==> src/rtl/marker_distance_moving_average_unit_macros.svh <==
// Assertion macros shared by the RTL of the marker distance averager.
// Each macro takes a label, the clock, the reset, an antecedent, a consequent and a message.
`ifndef MARKER_DISTANCE_MOVING_AVERAGE_UNIT_MACROS_SVH
`define MARKER_DISTANCE_MOVING_AVERAGE_UNIT_MACROS_SVH

`ifndef NO_ASSERTIONS

// The consequent must hold in the same cycle as the antecedent.
`define MDMA_ASSERT_SAME(label, clk, rst, ante, cons, msg) \
   label: assert property (@(posedge clk) disable iff (rst) (ante) |-> (cons)) \
      else $error(msg);

// The consequent must hold in the cycle after the antecedent.
`define MDMA_ASSERT_NEXT(label, clk, rst, ante, cons, msg) \
   label: assert property (@(posedge clk) disable iff (rst) (ante) |=> (cons)) \
      else $error(msg);

`else

`define MDMA_ASSERT_SAME(label, clk, rst, ante, cons, msg)
`define MDMA_ASSERT_NEXT(label, clk, rst, ante, cons, msg)

`endif

`endif

==> src/rtl/mdma_pkg.sv <==
package mdma_pkg;

   localparam int ID_W   = 16;
   localparam int POS_W  = 24;
   localparam int MAG_W  = 24;
   localparam int SQ_W   = 48;
   localparam int ROOT_W = 24;
   localparam int DIST_W = 25;
   localparam int CNT_W  = $clog2(ROOT_W + 1);

   localparam logic [ID_W-1:0] TARGET_RESET = 16'd8;

   typedef enum logic [10:0] {
      S_IDLE   = 11'b00000000001,
      S_SQ_X   = 11'b00000000010,
      S_SQ_Y   = 11'b00000000100,
      S_SQ_Z   = 11'b00000001000,
      S_ACC    = 11'b00000010000,
      S_ROOT   = 11'b00000100000,
      S_SUM    = 11'b00001000000,
      S_RECIP  = 11'b00010000000,
      S_QEST   = 11'b00100000000,
      S_FIXMUL = 11'b01000000000,
      S_FIX    = 11'b10000000000
   } state_type;

   // Absolute value of a two's complement position; the most negative value
   // maps onto its unsigned magnitude.
   function automatic logic [MAG_W-1:0] pos_magnitude(input logic signed [POS_W-1:0] v);
      logic [MAG_W-1:0] raw;
      raw = MAG_W'(v);
      return v[POS_W-1] ? (~raw + MAG_W'(1)) : raw;
   endfunction

endpackage

==> src/rtl/marker_distance_moving_average_unit.sv <==
// Windowed mean of the distance of one tracked marker.
// The req_ channel carries one detected marker per item: its id and a signed
// Q8.16 position. Items whose id differs from the target id register are
// consumed and dropped with no result. For a matching item the block squares
// the three coordinates on one shared multiplier, takes the floor square root
// one bit per cycle, replaces the oldest entry of a WINDOW-deep ring and emits
// floor(sum / WINDOW) on the rsp_ channel as unsigned Q9.16.
// A matching item steps through SQ_X, SQ_Y, SQ_Z, ACC, ROOT, where it waits
// for the root unit, then SUM, RECIP, QEST, FIXMUL and FIX. req_ready is high
// only while the sequencer is idle, so no new item is taken until a matching
// item is through; a dropped item is consumed while the block stays idle.
// Reset clears the ring valid bits (unwritten entries read as zero), the
// running sum, the write slot and the output valid flag, and loads the target
// id with 8. The target id is written through csr_write_enable; the user
// must do so only while idle, as the block does not enforce it. On a
// receiver stall the result waits in the output register; the next item is
// still accepted and computed; only its last step waits for the earlier result.
`include "marker_distance_moving_average_unit_macros.svh"

module marker_distance_moving_average_unit
   import mdma_pkg::*;
#(
   parameter int WINDOW = 10
) (
   input  logic                    clock,
   input  logic                    reset,
   input  logic                    req_valid,
   output logic                    req_ready,
   input  logic [ID_W-1:0]         req_marker_id,
   input  logic signed [POS_W-1:0] req_pos_x,
   input  logic signed [POS_W-1:0] req_pos_y,
   input  logic signed [POS_W-1:0] req_pos_z,
   output logic                    rsp_valid,
   input  logic                    rsp_ready,
   output logic [DIST_W-1:0]       rsp_average_distance,
   input  logic                    csr_write_enable,
   input  logic [ID_W-1:0]         csr_write_data
);

   // The running sum holds up to WINDOW full-scale distances.
   localparam int SUM_W  = DIST_W + $clog2(WINDOW);
   localparam int SLOT_W = $clog2(WINDOW);
   localparam int OP_W   = (SUM_W > MAG_W) ? SUM_W : MAG_W;
   // floor(2^SUM_W / WINDOW): the estimate it gives is the true quotient or
   // one less, and a single correction step settles it.
   localparam longint unsigned RECIP_L = (64'd1 << SUM_W) / WINDOW;
   localparam logic [OP_W-1:0] RECIP   = OP_W'(RECIP_L);

   state_type state_ff, state_in;

   logic [ID_W-1:0]   target_ff, target_in;
   logic [MAG_W-1:0]  mag_x_ff, mag_x_in;
   logic [MAG_W-1:0]  mag_y_ff, mag_y_in;
   logic [MAG_W-1:0]  mag_z_ff, mag_z_in;
   logic [SQ_W-1:0]   acc_ff, acc_in;
   logic [DIST_W-1:0] dist_ff, dist_in;
   logic [SUM_W-1:0]  sum_ff, sum_in;
   logic [SLOT_W-1:0] slot_ff, slot_in;
   logic [WINDOW-1:0] valid_ff, valid_in;
   logic [DIST_W-1:0] q_ff, q_in;
   logic              rsp_valid_ff, rsp_valid_in;
   logic [DIST_W-1:0] rsp_data_ff, rsp_data_in;
   logic [DIST_W-1:0] ring_rd_ff;

   logic [DIST_W-1:0] ring_mem [WINDOW];

   logic              accept;
   logic              ring_we;
   logic              out_free;
   logic [DIST_W-1:0] old_entry;
   logic [SUM_W-1:0]  remainder;

   logic              mul_en;
   logic [OP_W-1:0]   mul_a, mul_b;
   logic [2*OP_W-1:0] mul_prod;

   logic              sqrt_start;
   logic [SQ_W-1:0]   sqrt_radicand;
   logic              sqrt_done;
   logic [ROOT_W-1:0] sqrt_root;

   mdma_mult #(
      .OP_W (OP_W)
   ) u_mult (
      .clock    (clock),
      .mul_en   (mul_en),
      .mul_a    (mul_a),
      .mul_b    (mul_b),
      .mul_prod (mul_prod)
   );

   mdma_sqrt u_sqrt (
      .clock         (clock),
      .reset         (reset),
      .sqrt_start    (sqrt_start),
      .sqrt_radicand (sqrt_radicand),
      .sqrt_done     (sqrt_done),
      .sqrt_root     (sqrt_root)
   );

   assign req_ready = (state_ff == S_IDLE);
   assign accept    = req_valid && req_ready;
   assign out_free  = !rsp_valid_ff || rsp_ready;

   // An entry that was never written since reset counts as zero.
   assign old_entry = valid_ff[slot_ff] ? ring_rd_ff : '0;

   // Remainder left by the quotient estimate; it stays below 2 * WINDOW.
   assign remainder = sum_ff - mul_prod[SUM_W-1:0];

   always_comb begin
      state_in      = state_ff;
      target_in     = csr_write_enable ? csr_write_data : target_ff;
      mag_x_in      = mag_x_ff;
      mag_y_in      = mag_y_ff;
      mag_z_in      = mag_z_ff;
      acc_in        = acc_ff;
      dist_in       = dist_ff;
      sum_in        = sum_ff;
      slot_in       = slot_ff;
      valid_in      = valid_ff;
      q_in          = q_ff;
      rsp_valid_in  = rsp_valid_ff && !rsp_ready;
      rsp_data_in   = rsp_data_ff;
      ring_we       = 1'b0;
      mul_en        = 1'b0;
      mul_a         = '0;
      mul_b         = '0;
      sqrt_start    = 1'b0;
      sqrt_radicand = acc_ff + mul_prod[SQ_W-1:0];

      case (state_ff)
         S_IDLE: begin
            if (accept && (req_marker_id == target_ff)) begin
               mag_x_in = pos_magnitude(req_pos_x);
               mag_y_in = pos_magnitude(req_pos_y);
               mag_z_in = pos_magnitude(req_pos_z);
               state_in = S_SQ_X;
            end
         end
         S_SQ_X: begin
            mul_en   = 1'b1;
            mul_a    = OP_W'(mag_x_ff);
            mul_b    = OP_W'(mag_x_ff);
            state_in = S_SQ_Y;
         end
         S_SQ_Y: begin
            mul_en   = 1'b1;
            mul_a    = OP_W'(mag_y_ff);
            mul_b    = OP_W'(mag_y_ff);
            acc_in   = mul_prod[SQ_W-1:0];
            state_in = S_SQ_Z;
         end
         S_SQ_Z: begin
            mul_en   = 1'b1;
            mul_a    = OP_W'(mag_z_ff);
            mul_b    = OP_W'(mag_z_ff);
            acc_in   = acc_ff + mul_prod[SQ_W-1:0];
            state_in = S_ACC;
         end
         S_ACC: begin
            // The last square is added on the way into the root unit.
            sqrt_start = 1'b1;
            state_in   = S_ROOT;
         end
         S_ROOT: begin
            if (sqrt_done) begin
               dist_in  = DIST_W'(sqrt_root);
               state_in = S_SUM;
            end
         end
         S_SUM: begin
            ring_we           = 1'b1;
            valid_in[slot_ff] = 1'b1;
            sum_in            = sum_ff - SUM_W'(old_entry) + SUM_W'(dist_ff);
            slot_in           = (slot_ff == SLOT_W'(WINDOW - 1)) ? '0
                                                                 : slot_ff + SLOT_W'(1);
            state_in          = S_RECIP;
         end
         S_RECIP: begin
            mul_en   = 1'b1;
            mul_a    = OP_W'(sum_ff);
            mul_b    = RECIP;
            state_in = S_QEST;
         end
         S_QEST: begin
            q_in     = mul_prod[SUM_W +: DIST_W];
            state_in = S_FIXMUL;
         end
         S_FIXMUL: begin
            mul_en   = 1'b1;
            mul_a    = OP_W'(q_ff);
            mul_b    = OP_W'(WINDOW);
            state_in = S_FIX;
         end
         S_FIX: begin
            if (out_free) begin
               rsp_valid_in = 1'b1;
               rsp_data_in  = (remainder >= SUM_W'(WINDOW)) ? q_ff + DIST_W'(1) : q_ff;
               state_in     = S_IDLE;
            end
         end
         default: begin
            state_in = S_IDLE;
         end
      endcase
   end

   always_ff @(posedge clock) begin
      if (reset) begin
         state_ff     <= S_IDLE;
         target_ff    <= TARGET_RESET;
         sum_ff       <= '0;
         slot_ff      <= '0;
         valid_ff     <= '0;
         rsp_valid_ff <= 1'b0;
      end else begin
         state_ff     <= state_in;
         target_ff    <= target_in;
         sum_ff       <= sum_in;
         slot_ff      <= slot_in;
         valid_ff     <= valid_in;
         rsp_valid_ff <= rsp_valid_in;
      end
      mag_x_ff    <= mag_x_in;
      mag_y_ff    <= mag_y_in;
      mag_z_ff    <= mag_z_in;
      acc_ff      <= acc_in;
      dist_ff     <= dist_in;
      q_ff        <= q_in;
      rsp_data_ff <= rsp_data_in;
   end

   // Distance ring: one write port at the current slot, registered read of
   // the same slot, which holds the entry about to be replaced.
   always_ff @(posedge clock) begin
      if (ring_we) begin
         ring_mem[slot_ff] <= dist_ff;
      end
      ring_rd_ff <= ring_mem[slot_ff];
   end

   assign rsp_valid            = rsp_valid_ff;
   assign rsp_average_distance = rsp_data_ff;

   `MDMA_ASSERT_SAME(a_slot_range, clock, reset, 1'b1, slot_ff <= SLOT_W'(WINDOW - 1), "write slot out of range")
   `MDMA_ASSERT_SAME(a_root_in_wait, clock, reset, sqrt_done, state_ff == S_ROOT, "root finished outside its wait state")
   `MDMA_ASSERT_NEXT(a_match_starts, clock, reset, accept && (req_marker_id == target_ff), state_ff == S_SQ_X, "matching item did not start")

endmodule

==> src/rtl/mdma_mult.sv <==
module mdma_mult
   import mdma_pkg::*;
#(
   parameter int OP_W = 32
) (
   input  logic              clock,
   input  logic              mul_en,
   input  logic [OP_W-1:0]   mul_a,
   input  logic [OP_W-1:0]   mul_b,
   output logic [2*OP_W-1:0] mul_prod
);

   logic [2*OP_W-1:0] prod_ff;
   logic [2*OP_W-1:0] prod_in;

   // The product only moves when the sequencer asks, so it can be read later.
   assign prod_in  = mul_en ? (mul_a * mul_b) : prod_ff;
   assign mul_prod = prod_ff;

   always_ff @(posedge clock) begin
      prod_ff <= prod_in;
   end

endmodule

==> src/rtl/mdma_sqrt.sv <==
`include "marker_distance_moving_average_unit_macros.svh"

module mdma_sqrt
   import mdma_pkg::*;
(
   input  logic              clock,
   input  logic              reset,
   input  logic              sqrt_start,
   input  logic [SQ_W-1:0]   sqrt_radicand,
   output logic              sqrt_done,
   output logic [ROOT_W-1:0] sqrt_root
);

   logic              busy_ff, busy_in;
   logic              done_ff, done_in;
   logic [CNT_W-1:0]  cnt_ff, cnt_in;
   logic [SQ_W-1:0]   rad_ff, rad_in;
   logic [ROOT_W+1:0] rem_ff, rem_in;
   logic [ROOT_W-1:0] root_ff, root_in;

   logic [ROOT_W+1:0] rem_shift;
   logic [ROOT_W+1:0] trial;

   // One result bit per cycle: bring down two radicand bits and try to
   // subtract four times the partial root plus one.
   assign rem_shift = {rem_ff[ROOT_W-1:0], rad_ff[SQ_W-1 -: 2]};
   assign trial     = {root_ff, 2'b01};

   always_comb begin
      busy_in = busy_ff;
      done_in = 1'b0;
      cnt_in  = cnt_ff;
      rad_in  = rad_ff;
      rem_in  = rem_ff;
      root_in = root_ff;
      if (sqrt_start) begin
         busy_in = 1'b1;
         cnt_in  = CNT_W'(ROOT_W);
         rad_in  = sqrt_radicand;
         rem_in  = '0;
         root_in = '0;
      end else if (busy_ff) begin
         rad_in = {rad_ff[SQ_W-3:0], 2'b00};
         if (rem_shift >= trial) begin
            rem_in  = rem_shift - trial;
            root_in = {root_ff[ROOT_W-2:0], 1'b1};
         end else begin
            rem_in  = rem_shift;
            root_in = {root_ff[ROOT_W-2:0], 1'b0};
         end
         cnt_in = cnt_ff - CNT_W'(1);
         if (cnt_ff == CNT_W'(1)) begin
            busy_in = 1'b0;
            done_in = 1'b1;
         end
      end
   end

   always_ff @(posedge clock) begin
      if (reset) begin
         busy_ff <= 1'b0;
         done_ff <= 1'b0;
         cnt_ff  <= '0;
      end else begin
         busy_ff <= busy_in;
         done_ff <= done_in;
         cnt_ff  <= cnt_in;
      end
      rad_ff  <= rad_in;
      rem_ff  <= rem_in;
      root_ff <= root_in;
   end

   assign sqrt_done = done_ff;
   assign sqrt_root = root_ff;

   `MDMA_ASSERT_SAME(a_start_when_free, clock, reset, sqrt_start, !busy_ff, "sqrt restarted while busy")
   `MDMA_ASSERT_NEXT(a_done_pulse, clock, reset, done_ff, !done_ff, "sqrt done held longer than a cycle")
   `MDMA_ASSERT_SAME(a_busy_count, clock, reset, busy_ff, cnt_ff != '0, "sqrt busy with an empty count")

endmodule

==> config.mk <==
export PLATFORM = sky130hd
export DESIGN_NAME = marker_distance_moving_average_unit
export DESIGN_NICKNAME = d
export VERILOG_FILES = /design/src/rtl/mdma_pkg.sv /design/src/rtl/marker_distance_moving_average_unit.sv /design/src/rtl/mdma_mult.sv /design/src/rtl/mdma_sqrt.sv
export VERILOG_INCLUDE_DIRS = /design/src /design/src/rtl
export SDC_FILE = /design/constraint.sdc
export NUM_CORES = 2
export LEC_CHECK = 0
export ABC_AREA = 1
export BUFFER_PORTS_ARGS = -buffer_cell sky130_fd_sc_hd__buf_4
export CORE_AREA = 2 2 487 489
export CTS_CLUSTER_SIZE = 25
export DETAILED_ROUTE_END_ITERATION = 6
export DIE_AREA = 0 0 489 491
export PLACE_DENSITY = 0.41
export SLEW_MARGIN = 5
export SYNTH_ARGS = -nofsm -noshare
export SYNTH_HDL_FRONTEND = slang
export SYNTH_SLANG_ARGS = --single-unit
==> constraint.sdc <==
create_clock -name clock -period 18.6 [get_ports clock]
set_input_delay 5.58 -clock clock [delete_from_list [all_inputs] [get_ports clock]]
set_output_delay 5.58 -clock clock [all_outputs]
set_load 0.05 [all_outputs]
[After elaboration in Yosys (flattened, before gate mapping)]
Memory sizes are Yosys's and may differ from the RTL's. A register that Yosys moved wholly into a read port is not among the register bits.
Cells that the tools add are included.
Storage, ports and cells
  register bits: 447
  bits in writable memories: 240
  logic and storage cells: 114
  memories: 1
Memories
  ring_mem: words 10, width 24, read ports 1, clocked after memory_dff 1, wr ports 1, RTL line marker_distance_moving_average_unit.sv:65  | logic [DIST_W-1:0] ring_mem [WINDOW];
Cells by class
  add/subtract/negate cells: 11
  multiply operators: 1
  order comparisons: 4
  equality and inequality tests: 17
  mux-type cells: 34
  bitwise gates (word level): 5
  reductions and logical operators: 16
Operators with widths (number)
  $pmux W29 S5: 1
  $pmux W26 S5: 1
  $pmux W11 S11: 1
  $mux W48: 2
  $pmux W48 S2: 1
  $add A24 B1 Y24 const B: 3
  $not A24 Y24: 3
  $mux W23: 3
  $mul A29 B26 Y54: 1
  $mux W25: 2
  $add A48 B48 Y48: 1
  $mux W11: 3
  $add A29 B24 Y29: 1
  $ge A29 B4 Y1 const B: 1
  $sub A29 B25 Y29: 1
  $sub A29 B29 Y29: 1
  $ge A26 B26 Y1: 1
  $add A25 B1 Y25 const B: 1
  $mux W24: 1
  $sub A24 B24 Y24: 1
  $eq A16 B16 Y1: 1
  $mux W1: 14
  $eq A11 B1 Y1 const B: 1
  $eq A11 B10 Y1 const B: 1
  other kinds (32): 41

[Logic depth before layout (Yosys ltp)]
  depth in word-level cells: 5
  mapped depth: 38
  gate-level depth less buffers: 36

[Hierarchy]
Synthesis repeated with hierarchy kept, for this count alone.
Second synthesis, totals
  cell total of the unflattened synthesis: 8515
  area total of the unflattened synthesis: 68079.0 µm²
By module, submodules not included
  mdma_mult: times used 1, cells an instance 4303, area each 32207.1 µm², sequential area each 1741.7 µm²
  marker_distance_moving_average_unit: times used 1, cells an instance 3408, area each 29976.2 µm², sequential area each 14934.3 µm²
  mdma_sqrt: times used 1, cells an instance 804, area each 5895.7 µm², sequential area each 2542.4 µm²

[Worst setup path after synthesis]
No wires, ideal clock.
  path type: input to register
  start: input port req_marker_id[6]
  end: register mag_x_ff[0] (enable)
  setup time: 0.591 ns
  arrival: 11.007 ns
  required time: 18.009 ns
  path slack: 7.003 ns
  stages: 6
  path buffers: 0
  cell sequence: inv_1 -> nand2_1 -> o21ai_0 -> a221oi_1 -> nand4_1 -> nor3_1
Between the ends
  longest elaborated chain between the ends: 3
Ends and longest elaborated chain
  start: declaration: RTL line marker_distance_moving_average_unit.sv:29  | input logic [ID_W-1:0] req_marker_id,
  $eq A16 B16 Y1: RTL line marker_distance_moving_average_unit.sv:134  | if (accept && (req_marker_id == target_ff)) begin
  $logic_and A1 B1 Y1: RTL line marker_distance_moving_average_unit.sv:134
  $reduce_and A2 Y1 (no source line)
  end signal: assignment: RTL line marker_distance_moving_average_unit.sv:225  | mag_x_ff <= mag_x_in;
  end: declaration: RTL line marker_distance_moving_average_unit.sv:52  | logic [MAG_W-1:0] mag_x_ff, mag_x_in;
No other way between the ends.
A chain may end at the register's enable or synchronous reset.

[Worst setup path after layout]
  start: register state_ff[1]
  end: register u_mult.prod_ff[40], in the netlist u_mult.mul_prod[40] (data pin)
Between the ends
  longest elaborated chain between the ends: 3
  elaborated cells between the ends (all ways): 8
  those cells by class: mul: 1; eq/ne: 5; mux: 2
Ends and longest elaborated chain
  start: declaration: RTL line marker_distance_moving_average_unit.sv:49  | state_type state_ff, state_in;
  start signal: assignment: RTL line marker_distance_moving_average_unit.sv:218  | state_ff <= state_in;
  $eq A11 B10 Y1 (tied with other cells): RTL line marker_distance_moving_average_unit.sv:132  | case (state_ff)
  $pmux W29 S5 or $pmux W26 S5 (tied branches): RTL line marker_distance_moving_average_unit.sv:132
  $mul A29 B26 Y54 *: RTL line mdma_mult.sv:17  | assign prod_in = mul_en ? (mul_a * mul_b) : prod_ff;
  end signal: assignment: RTL line mdma_mult.sv:21  | prod_ff <= prod_in;
  end: declaration: RTL line mdma_mult.sv:13  | logic [2*OP_W-1:0] prod_ff;
Mark *: on every way between the ends. The rest lies on a longest branch, timed or not.

==> out/summary.txt <==
Status = finished, violations left
Failing checks = design-rule violations
Share of flip-flops with an asynchronous set or reset = 0%
Max Slew Vio Count = 0
Number of synthesized flops with an enable pin = 536
Post-CTS Hold Buffers = 0
Gr busiest metal = met2
Drt drc = 2
# fillers = 25200
Cells after synthesis = 7054
CP Launch Type = flop
Drt via density = 4.59
Die ar. = 240000 µm²
Slowest-stage cell, CP = nor2_2
Num CTS Buffers = 81
DRT Pass-1 Iters = 7
Num rows = 178
HP Class = reg2reg
Met2 usage = 31.5%
Postcts setup bufs = 0
Core Area = 235000 µm²
RSZ-0062 raised after global routing = no
Routability cong. = 0.929
Leak = 31.3 nW
Min cycle time layout = 10370 ps
WL final = 233000 µm
Initial Util = 25.9%
Max incr delay on CP = 800 ps
Netlist cell types = 57
Fraction of layout cells with a size suffix above 1 = 6.86%
PD cells = 58.9 nW/µm²
Critical Path Fanout Max = 52
Critical path endpoint category = flop
Antenna violations before repair = 8
Seq cells post-synth = 686
Slew at the pin closest to its max-slew limit = 1230 ps
Clk_lat worst skew = 720 ps
GR Overflow Total = 0
Buffers on Ports = 135
Final setup vio count = 0
Footprint of the multi-input gates = 35500 µm²
WS Path Type = reg2reg
First-pass GRT wire length = 340000 µm
Detailed router's first-iteration violation count = 3653
Final Hold Vio Count = 0
Largest net degree at the start of global routing = 71
Worst Path Arrival = 10780 ps
CTS tree = built
Main synth FF type = edfxtp_1
Max Clock Freq = 96.5 MHz
Worst VDD drop = 73.2 µV
Nets = 8329
Max-slew headroom = 17.3%
Data required, critical path = 19010 ps
Placed instance area = 65800 µm²
Post-Syn Area = 60800 µm²
Met1 Use GR = 26.5%
Overall power = 4.04 mW
Clk sinks = 686
Via count = 48000
Die height = 491 µm
Post-Syn Area per Cell = 8.61 µm²
Die width = 489 µm
H-tree Lvls = 3
DP Wirelength = 185000 µm
Util after Layout = 29.2%
Register area share after synthesis = 31.4%
Met3 Use GR = 2.29%
I/O pins = 136
MaxCap Viol Count = 0
Clk_skew = 63.5 ps
Deepest clock path buffer count = 3
Root Driver = clkbuf_16
Vias in the first global route = 49100
Design area = 68600 µm²
Tot GR Track Use = 19.3%
Sum Neg Setup Slack = 0 ps
Synth warnings = 0
Final ANT Viol Nets = 0
Average wire per standard cell = 22.3 µm
Final period util = 55.7%
PostCTS Resize Cnt = 0
Layout area overhead = 12.9%
FF/Latch Area = 19100 µm²
CTS clk-pin slew, worst paths = 60 ps
==> layer usage <==
layer	share of wire, %	up-vias	wire, µm
met5	0	-	0
met3	4.7	262	10900
met4	3.2	0	7540
met1	46	24000	106000
li1	-	22500	-
met2	47	1242	108000
==> Yosys cell counts (all sizes together) (8+ instances only) <==
master	number	share of area, %
o21bai	32	0.40
nand2	1286	8.0
clkinv	8	0.049
nand4	40	0.41
buf	90	0.83
dfxtp	150	4.9
clkbuf	95	0.59
o21ai	254	2.1
nand3	251	2.1
fa	671	22
inv	1505	9.3
or3	25	0.26
ha	325	6.7
o22ai	33	0.34
a21o	26	0.32
xnor2	65	0.94
o21a	14	0.17
a21boi	12	0.15
nand3b	13	0.16
a31oi	35	0.36
a22o	23	0.33
nor3	105	0.90
xor2	149	2.1
o211ai	9	0.11
nor2	829	5.2
or2	22	0.23
a21oi	305	2.6
a22oi	100	1.2
edfxtp	536	26
nor4	16	0.16
==> cell usage in the layout, fill, tap and decap left out, types with 62 or more instances in the layout <==
master / n
nand3_1: 247
edfxtp_1: 536
a21oi_1: 295
nor3_1: 99
inv_2: 62
fa_1: 671
buf_4: 215
xor2_1: 149
nor2_1: 789
nand2_1: 1277
dfxtp_1: 150
ha_1: 325
a22oi_1: 100
o21ai_0: 248
clkbuf_16: 81
xnor2_1: 65
inv_1: 1443
==> power by group <==
| part | total, mW | internal (mW) | leakage, nW | switching (mW) |
|---|---|---|---|---|
| sequential | 1.70 | 1.68 | 6.03 | 0.0211 |
| combinational | 0.681 | 0.212 | 24.0 | 0.469 |
| clock | 1.66 | 0.941 | 1.32 | 0.719 |
| total | 4.04 | 2.83 | 31.3 | 1.21 |
==> state kept, by name, summed over array words and instances, names as in the netlist, 25 cells and up <==
register              flops
ring_mem                240
acc_ff                   48
sum_ff                   29
u_mult.mul_prod          54
q_ff                     25
u_sqrt.rad_ff            48
rsp_average_distance     25
==> critical path, delay by kind of cell (launching register included) <==
kind / cells / cell delay, ps
adders and majority gates: 8 / 3850
and+or+nand+nor: 11 / 2890
buffers and inverters: 10 / 1830
AOI/OAI and AO/OA: 4 / 920
DFF: 1 / 330
xor gates and xnor gates: 1 / 150
==> stage by stage <==
step	cells	hold WS (ps)	setup WS, ps
final	10400	417	8230
after global routing	10400	429	7740
after CTS	10400	419	8370
after detailed placement	10300	406	8450
after global placement	10300	406	8030
after floorplan	7111	400	7000
==> cell type report <==
| cell class | count | area share (%) |
|---|---|---|
| multi-input cells | 4727 | 51.7 |
| flip-flops and latches | 686 | 27.8 |
| inverters | 1513 | 8.28 |
| well taps | 3150 | 5.75 |
| clock buffers | 103 | 3.24 |
| repair buffers | 215 | 2.35 |
| clock inverters | 45 | 0.781 |
| diodes | 3 | 0.0109 |
==> logic make-up (layout without fill, tap and decap cells) <==
family                     after synthesis  in the layout  share of synthesized area, %
DFF                                    686            686                          31.4
buffers and inverters                 1698           1876                          10.8
and+or+nand+nor                       2592           2592                          17.5
AOI/OAI and AO/OA                      866            866                          8.40
xor gates and xnor gates               214            214                          3.08
adders and majority gates              996            996                          28.8
other                                    2             62                        0.0124
==> worst paths after layout <==
path	start	endpoint	slack, ps	cells past startpoint
max	state_ff[1]	u_mult.mul_prod[40]	8230	34
min	u_mult.mul_prod[52]	q_ff[23]	420	0
max reg2reg	state_ff[1]	u_mult.mul_prod[40]	8230	34
min reg2reg	u_mult.mul_prod[52]	q_ff[23]	420	0
No activity file was read; power rests on OpenSTA's default activity.
